===== src/sv/cdv_pkg.sv =====
// ----------------------------------------------------------------------------
// CNPJ validator package
// Types, constants and small helper functions for the check-digit datapath.
// ----------------------------------------------------------------------------
package cdv_pkg;

  typedef logic [3:0] pos_t;   // character position, saturating
  typedef logic [3:0] res_t;   // residue modulo 11
  typedef logic [3:0] digit_t; // decimal digit value
  typedef logic [7:0] char_t;  // ASCII character

  localparam char_t ASCII_ZERO = 8'd48;
  localparam char_t ASCII_NINE = 8'd57;

  localparam pos_t FIRST_CHECK_POS  = 4'd12;
  localparam pos_t SECOND_CHECK_POS = 4'd13;
  localparam pos_t BRANCH_POS_HI    = 4'd8;
  localparam pos_t BRANCH_POS_LO    = 4'd9;
  localparam pos_t POS_MAX          = 4'd15;

  localparam res_t MOD_BASE = 4'd11;

  // Weights of the first check digit, positions 0 to 11.
  function automatic digit_t weight_first(input pos_t pos);
    digit_t w;
    case (pos)
      4'd0:    w = 4'd5;
      4'd1:    w = 4'd4;
      4'd2:    w = 4'd3;
      4'd3:    w = 4'd2;
      4'd4:    w = 4'd9;
      4'd5:    w = 4'd8;
      4'd6:    w = 4'd7;
      4'd7:    w = 4'd6;
      4'd8:    w = 4'd5;
      4'd9:    w = 4'd4;
      4'd10:   w = 4'd3;
      4'd11:   w = 4'd2;
      default: w = 4'd0;
    endcase
    return w;
  endfunction

  // Weights of the second check digit, positions 0 to 12.
  function automatic digit_t weight_second(input pos_t pos);
    digit_t w;
    case (pos)
      4'd0:    w = 4'd6;
      4'd1:    w = 4'd5;
      4'd2:    w = 4'd4;
      4'd3:    w = 4'd3;
      4'd4:    w = 4'd2;
      4'd5:    w = 4'd9;
      4'd6:    w = 4'd8;
      4'd7:    w = 4'd7;
      4'd8:    w = 4'd6;
      4'd9:    w = 4'd5;
      4'd10:   w = 4'd4;
      4'd11:   w = 4'd3;
      4'd12:   w = 4'd2;
      default: w = 4'd0;
    endcase
    return w;
  endfunction

  // Reduces a value below 128 modulo 11 by four conditional subtractions.
  function automatic res_t mod11(input logic [6:0] x);
    logic [6:0] v;
    v = x;
    if (v >= 7'd88) v = v - 7'd88;
    if (v >= 7'd44) v = v - 7'd44;
    if (v >= 7'd22) v = v - 7'd22;
    if (v >= 7'd11) v = v - 7'd11;
    return v[3:0];
  endfunction

  // Adds digit times weight to a residue and reduces the result.
  function automatic res_t mac_mod11(input res_t r, input digit_t d, input digit_t w);
    logic [6:0] prod;
    prod = 7'(d * w);
    return mod11(7'(prod + 7'(r)));
  endfunction

  // A residue below 2 gives 0, any other gives 11 minus the residue.
  function automatic digit_t check_digit(input res_t r);
    return (r < 4'd2) ? 4'd0 : digit_t'(MOD_BASE - r);
  endfunction

endpackage


===== src/sv/cnpj_check_digit_validator.sv =====
// ----------------------------------------------------------------------------
// CNPJ check-digit validator
// Streams a company number character by character and reports whether it
// is well formed and carries correct modulo-11 check digits.
// ----------------------------------------------------------------------------
// Usage:
// The input channel (in_valid/in_ready) carries one ASCII character per
// request, first character first, with in_last_char set on the final one.
// Only the request that carries the last mark produces a result request on
// the output channel (out_valid/out_ready) with out_cnpj_valid.
// The configuration channel (cfg_valid/cfg_ready) writes the branch check
// enable; cfg_ready is always high. Write it only while the block is idle.
// A last character is first held in the input register, and its verdict is then loaded
// into the output register when the input stage passes that character on.
// Throughput: one character per cycle while in_ready is high. The single pass through
// the two position weight tables, two small multiplies and the mod-11 reductions
// limits the clock, not the rate.
// Reset clears the position count, both residues and both pipeline valids, and sets
// the running flag and the branch check enable.
// When the receiver stalls, the result waits in the output register; one
// more last character can sit in the input register behind it, and the
// input channel stalls only then. Characters without the last mark keep
// flowing because they produce no result.
// ----------------------------------------------------------------------------
module cnpj_check_digit_validator (
  input  logic       clk,
  input  logic       rst_n,
  input  logic       in_valid,
  output logic       in_ready,
  input  logic [7:0] in_character,
  input  logic       in_last_char,
  output logic       out_valid,
  input  logic       out_ready,
  output logic       out_cnpj_valid,
  input  logic       cfg_valid,
  output logic       cfg_ready,
  input  logic       cfg_branch_zero_check
);

  // Input register stage.
  logic                 s1_valid_r;
  cdv_pkg::char_t       s1_char_r;
  logic                 s1_last_r;

  // Per-number running state. The two weighted sums are kept as residues
  // modulo 11; the sums never exceed 10 bits, so nothing wraps and the
  // residue is all the check digit needs.
  cdv_pkg::pos_t        pos_r,  pos_nxt;
  cdv_pkg::res_t        res1_r, res1_nxt;
  cdv_pkg::res_t        res2_r, res2_nxt;
  logic                 ok_r,   ok_nxt;

  logic                 branch_chk_r;

  // Output register.
  logic                 out_valid_r;
  logic                 out_cnpj_r, out_cnpj_nxt;

  logic                 s1_go;
  logic                 is_digit;
  cdv_pkg::digit_t      digit;

  // The input stage drains unless it holds a last character and the
  // output register is still waiting for the receiver.
  assign s1_go     = s1_valid_r && (!s1_last_r || !out_valid_r || out_ready);
  assign in_ready  = !s1_valid_r || s1_go;
  assign cfg_ready = 1'b1;

  assign out_valid      = out_valid_r;
  assign out_cnpj_valid = out_cnpj_r;

  always_comb begin
    is_digit = s1_char_r inside {[cdv_pkg::ASCII_ZERO:cdv_pkg::ASCII_NINE]};
    digit    = is_digit ? cdv_pkg::digit_t'(s1_char_r - cdv_pkg::ASCII_ZERO) : 4'd0;

    ok_nxt   = ok_r && is_digit;
    res1_nxt = res1_r;
    res2_nxt = res2_r;

    if (pos_r < cdv_pkg::FIRST_CHECK_POS) begin
      res1_nxt = cdv_pkg::mac_mod11(res1_r, digit, cdv_pkg::weight_first(pos_r));
      res2_nxt = cdv_pkg::mac_mod11(res2_r, digit, cdv_pkg::weight_second(pos_r));
    end else if (pos_r == cdv_pkg::FIRST_CHECK_POS) begin
      if (cdv_pkg::check_digit(res1_r) != digit) ok_nxt = 1'b0;
      res2_nxt = cdv_pkg::mac_mod11(res2_r, digit, cdv_pkg::weight_second(pos_r));
    end else if (pos_r == cdv_pkg::SECOND_CHECK_POS) begin
      if (cdv_pkg::check_digit(res2_r) != digit) ok_nxt = 1'b0;
    end else begin
      // Too many characters.
      ok_nxt = 1'b0;
    end

    if ((pos_r == cdv_pkg::BRANCH_POS_HI || pos_r == cdv_pkg::BRANCH_POS_LO) &&
        branch_chk_r && (s1_char_r != cdv_pkg::ASCII_ZERO)) begin
      ok_nxt = 1'b0;
    end

    out_cnpj_nxt = ok_nxt && (pos_r == cdv_pkg::SECOND_CHECK_POS);

    pos_nxt = (pos_r == cdv_pkg::POS_MAX) ? pos_r : cdv_pkg::pos_t'(pos_r + 4'd1);

    // The last character closes the number and rearms the state.
    if (s1_last_r) begin
      pos_nxt  = '0;
      res1_nxt = '0;
      res2_nxt = '0;
      ok_nxt   = 1'b1;
    end
  end

  always_ff @(posedge clk) begin
    if (!rst_n) begin
      s1_valid_r   <= 1'b0;
      pos_r        <= '0;
      res1_r       <= '0;
      res2_r       <= '0;
      ok_r         <= 1'b1;
      branch_chk_r <= 1'b1;
      out_valid_r  <= 1'b0;
    end else begin
      if (cfg_valid && cfg_ready) begin
        branch_chk_r <= cfg_branch_zero_check;
      end
      if (in_ready) begin
        s1_valid_r <= in_valid;
      end
      if (s1_go) begin
        pos_r  <= pos_nxt;
        res1_r <= res1_nxt;
        res2_r <= res2_nxt;
        ok_r   <= ok_nxt;
      end
      if (s1_go && s1_last_r) begin
        out_valid_r <= 1'b1;
      end else if (out_ready) begin
        out_valid_r <= 1'b0;
      end
    end
  end

  // Payload registers carry no reset.
  always_ff @(posedge clk) begin
    if (in_valid && in_ready) begin
      s1_char_r <= in_character;
      s1_last_r <= in_last_char;
    end
    if (s1_go && s1_last_r) begin
      out_cnpj_r <= out_cnpj_nxt;
    end
  end

endmodule


===== config.mk =====
export PLATFORM = sky130hd
export DESIGN_NAME = cnpj_check_digit_validator
export DESIGN_NICKNAME = d
export VERILOG_FILES = /design/src/sv/cdv_pkg.sv /design/src/sv/cnpj_check_digit_validator.sv
export SDC_FILE = /design/constraint.sdc
export NUM_CORES = 1
export LEC_CHECK = 0
export BUFFER_PORTS_ARGS = -buffer_cell sky130_fd_sc_hd__buf_4
export CAP_MARGIN = 20
export CORE_UTILIZATION = 59
export DETAILED_ROUTE_END_ITERATION = 7
export PLACE_DENSITY = 0.77
export SYNTH_ARGS = -nofsm -noshare
export SYNTH_HDL_FRONTEND = slang
export SYNTH_SLANG_ARGS = --single-unit

===== constraint.sdc =====
create_clock -name clk -period 15.59 [get_ports clk]
set_clock_uncertainty 0.1 [all_clocks]
set_input_delay 0.7795 -clock clk [delete_from_list [all_inputs] [get_ports clk]]
set_output_delay 0.7795 -clock clk [all_outputs]
set_load 0.01 [all_outputs]

==> flow_metrics.py <==
metrics = {
    "power_and_ir_drop": {
        "power_frac_seq": 0.492,
        "internal_power_uw": 147,
        "power_frac_comb": 0.140,
        "p_per_area_nw_per_um2": 41.5,
        "p_clk_frac": 0.368,
        "p_sw_uw": 51.8,
        "leakagePower_uw": 0.00219,
        "ir_drop_uv": 79.3,
        "swShare": 0.261,
    },
    "min_path": {
        "hold_path.class": "reg -> reg",
        "worstHoldPathCells": 2,
    },
    "cts": {
        "cts_tree": "yes",
        "cts_setup_buffers": 0,
        "clock-sinks": 34,
        "clockBufferDepth": 2,
        "clk_latency_ns": 0.29,
        "cts-hold-fix-buffers": 0,
        "clock-root-buffer": "clkbuf_8",
        "htreeDepth": 2,
        "numCtsBuffers": 5,
        "cts_resized": 0,
        "path_clk_slew_ns": 0.07,
    },
    "logic_synthesis": {
        "synth_cell_types": 98,
        "yosys_warnings": 0,
        "ys_ff_latch": 34,
        "syn_inst": 531,
        "synth-edff-count": 10,
        "synth-seq-area-share": 0.173,
        "syn_nets": 607,
        "async_flop_share": 0,
        "avgSynthCellArea_um2": 8.50,
        "synth_area_um2": 4510,
        "synthFlopType": "dfxtp_1",
    },
    "setup_path": {
        "required_ns": 15.67,
        "critPathBufInv": 1,
        "cp-startpoint": "s1_char_r[6]$_DFFE_PP_",
        "slowest_delay_ns": 0.58,
        "end_kind": "flop",
        "cpMostUsedCell": "ha_1",
        "critPathMaxFanout": 14,
        "reg2reg_to": "res2_r[1]$_SDFFE_PN0P_",
        "critPathArrivalTime_ns": 9.01,
        "crit_family": "simple AND/OR/NAND/NOR gates",
        "cp_slowest_cell": "nor2b_1",
        "setup.worst_path.end": "res2_r[1]$_SDFFE_PN0P_",
        "rrSetupSlack_ns": 6.66,
        "critPathKind": "reg -> reg",
        "reg2reg_depth": 29,
        "worst-path-stages": 29,
        "worstReg2RegStart": "s1_char_r[6]$_DFFE_PP_",
        "startpoint_type": "flop",
    },
    "die": {
        "num_io_pins": 19,
        "die_w_um": 89.5,
        "start_util": 0.616,
        "die_area_um2": 8000,
        "die_h_um": 89.5,
        "coreArea_um2": 7330,
        "rows": 31,
    },
    "detailed_routing": {
        "drt_iter0_markers": 257,
        "drc": 0,
        "ant_nets": 0,
        "wl_um": 10000,
        "route.vias.total": 4083,
        "wire_per_inst_um": 15.7,
        "via_per_inst": 6.39,
        "drt_pass1_iterations": 4,
    },
    "placed_design": {
        "pre_cts_ws_ns": 6.73,
        "gp_congestion": 0.904,
        "placed_cell_area_um2": 4690,
        "place_hpwl_um": 8060,
        "port_buffers": 17,
        "dp.cells": 631,
    },
    "final_layout": {
        "finalInstanceArea_um2": 4790,
        "drive_above_1_share": 0.120,
        "n_antenna_cell": 0,
        "final_common_cell": "ha_1",
        "syn_to_final_growth_pct": 6.15,
        "fillers": 600,
        "fin_cells": 639,
        "final_cell_mix": "ha_1, nand2_1, inv_1, nor2_1, a21oi_1",
        "nNetsFinal": 615,
    },
    "sta": {
        "hold_slack_ns": 0.355,
        "final_max_slew_viol_count": 0,
        "hold_viol_final": 0,
        "fin_crit_sh": 0.573,
        "fmax_ghz": 0.112,
        "tns_ns": 0,
        "setup_viol": 0,
        "grt_setup_unrepaired": "false",
        "worst-slew-pin-transition_ns": 0.987,
        "post-route-min-period_ns": 8.93,
        "maxSlewHeadroom": 0.339,
        "setup_ws_ns": 6.66,
    },
    "run_status": {
        "status": "finished clean",
    },
    "job": {
        "maxCapViolCount": 0,
    },
    "grt": {
        "grt_pass1_vias": 3579,
        "grtUsageTotal": 0.262,
        "grt_start_max_net_pins": 15,
        "overflow": 0,
        "grt_pass1_wl_um": 16400,
        "antenna_found_initial": 0,
    },
}
-- cell usage after synthesis, types with 3 or more instances --
| master | n | area share |
|---|---|---|
| dfxtp_1 | 24 | 0.11 |
| o21ai_1 | 5 | 0.0055 |
| a211oi_1 | 4 | 0.0067 |
| ha_1 | 49 | 0.14 |
| nor3_1 | 12 | 0.013 |
| or2_2 | 4 | 0.0055 |
| nand3_1 | 8 | 0.0089 |
| mux2i_1 | 8 | 0.018 |
| a21oi_1 | 26 | 0.029 |
| o22ai_1 | 3 | 0.0042 |
| a211oi_2 | 5 | 0.014 |
| nand2_1 | 46 | 0.038 |
| o21bai_1 | 3 | 0.0050 |
| nor2_1 | 35 | 0.029 |
| fa_1 | 12 | 0.053 |
| a21o_1 | 9 | 0.015 |
| o32ai_1 | 3 | 0.0058 |
| a22o_1 | 3 | 0.0058 |
| mux2_4 | 3 | 0.010 |
| edfxtp_1 | 10 | 0.067 |
| o211ai_1 | 5 | 0.0083 |
| a21oi_2 | 3 | 0.0058 |
| clkbuf_1 | 10 | 0.0083 |
| o32a_1 | 6 | 0.013 |
| a32oi_1 | 3 | 0.0058 |
| nor4_1 | 3 | 0.0042 |
| o21ai_0 | 22 | 0.024 |
| o21a_1 | 6 | 0.010 |
| o31a_1 | 4 | 0.0078 |
| a211o_1 | 6 | 0.012 |
| and2_1 | 14 | 0.019 |
| nand2b_1 | 3 | 0.0042 |
| a2bb2oi_1 | 5 | 0.0097 |
| a22oi_1 | 3 | 0.0050 |
| a31oi_1 | 8 | 0.011 |
| and3_1 | 21 | 0.029 |
| o31ai_1 | 3 | 0.0050 |
| nand4_1 | 6 | 0.0083 |
| or3_1 | 4 | 0.0055 |
| nor2b_1 | 5 | 0.0069 |
| inv_1 | 41 | 0.034 |
| xnor2_1 | 6 | 0.012 |
-- worst min-delay path by stage --
stage                            from                      to  slack (ns)
2_1_floorplan  res1_r[3]$_SDFFE_PN0P_  res1_r[3]$_SDFFE_PN0P_        0.33
3_3_place_gp   res1_r[3]$_SDFFE_PN0P_  res1_r[3]$_SDFFE_PN0P_        0.34
3_5_place_dp   res1_r[3]$_SDFFE_PN0P_  res1_r[3]$_SDFFE_PN0P_        0.34
4_1_cts        res1_r[3]$_SDFFE_PN0P_  res1_r[3]$_SDFFE_PN0P_        0.35
5_1_grt        res1_r[3]$_SDFFE_PN0P_  res1_r[3]$_SDFFE_PN0P_        0.38
6_report       res1_r[3]$_SDFFE_PN0P_  res1_r[3]$_SDFFE_PN0P_        0.35
-- through the flow --
stage,total power (uW),util
after floorplan,119,-
after global placement,126,0.640
after detailed placement,127,0.640
after CTS,200,0.654
after global routing,206,0.654
final,199,0.654
-- worst min-delay path, stage by stage, from the launching register on --
cell     delay [ns]
dfxtp_1        0.31
nand2_1        0.05
o21ai_1        0.05
-- power by group through the flow --
stage	registers [uW]	logic [uW]	clock network, uW
after floorplan	98.2	20.7	0
after global placement	99.4	26.8	0
after detailed placement	99.6	27.5	0
after CTS	97.6	27.6	74.3
after global routing	98.1	30.8	77.5
final	97.8	27.8	73.2
-- final cells by class --
type / instances / area, um^2 / share of cell area
Timing Repair Buffer: 17 / 128 / 0.0266
Multi-Input combinational cell: 440 / 3500 / 0.731
Sequential cell: 34 / 781 / 0.163
Clock buffer: 6 / 93.8 / 0.0196
Inverter: 41 / 154 / 0.0321
Tap cell: 99 / 124 / 0.0258
Clock inverter: 2 / 10.0 / 0.00209
-- routing by layer --
metal,track usage,wire (um),part of all wire
met3,0.0249,466,0.047
met1,0.376,4890,0.49
met2,0.419,4560,0.45
met4,0.0707,100,0.010
met5,0,0,0
-- logic make-up after synthesis --
logic type	count (synthesis)	synth area share
simple gates	179	0.212
other cells	1	0.000831
xor+xnor	14	0.0449
fa+ha+maj	61	0.189
buf+inv	57	0.0513
mux	12	0.0302
flops	34	0.173
compound gates	173	0.299
Power figures use the tool's default switching activity.
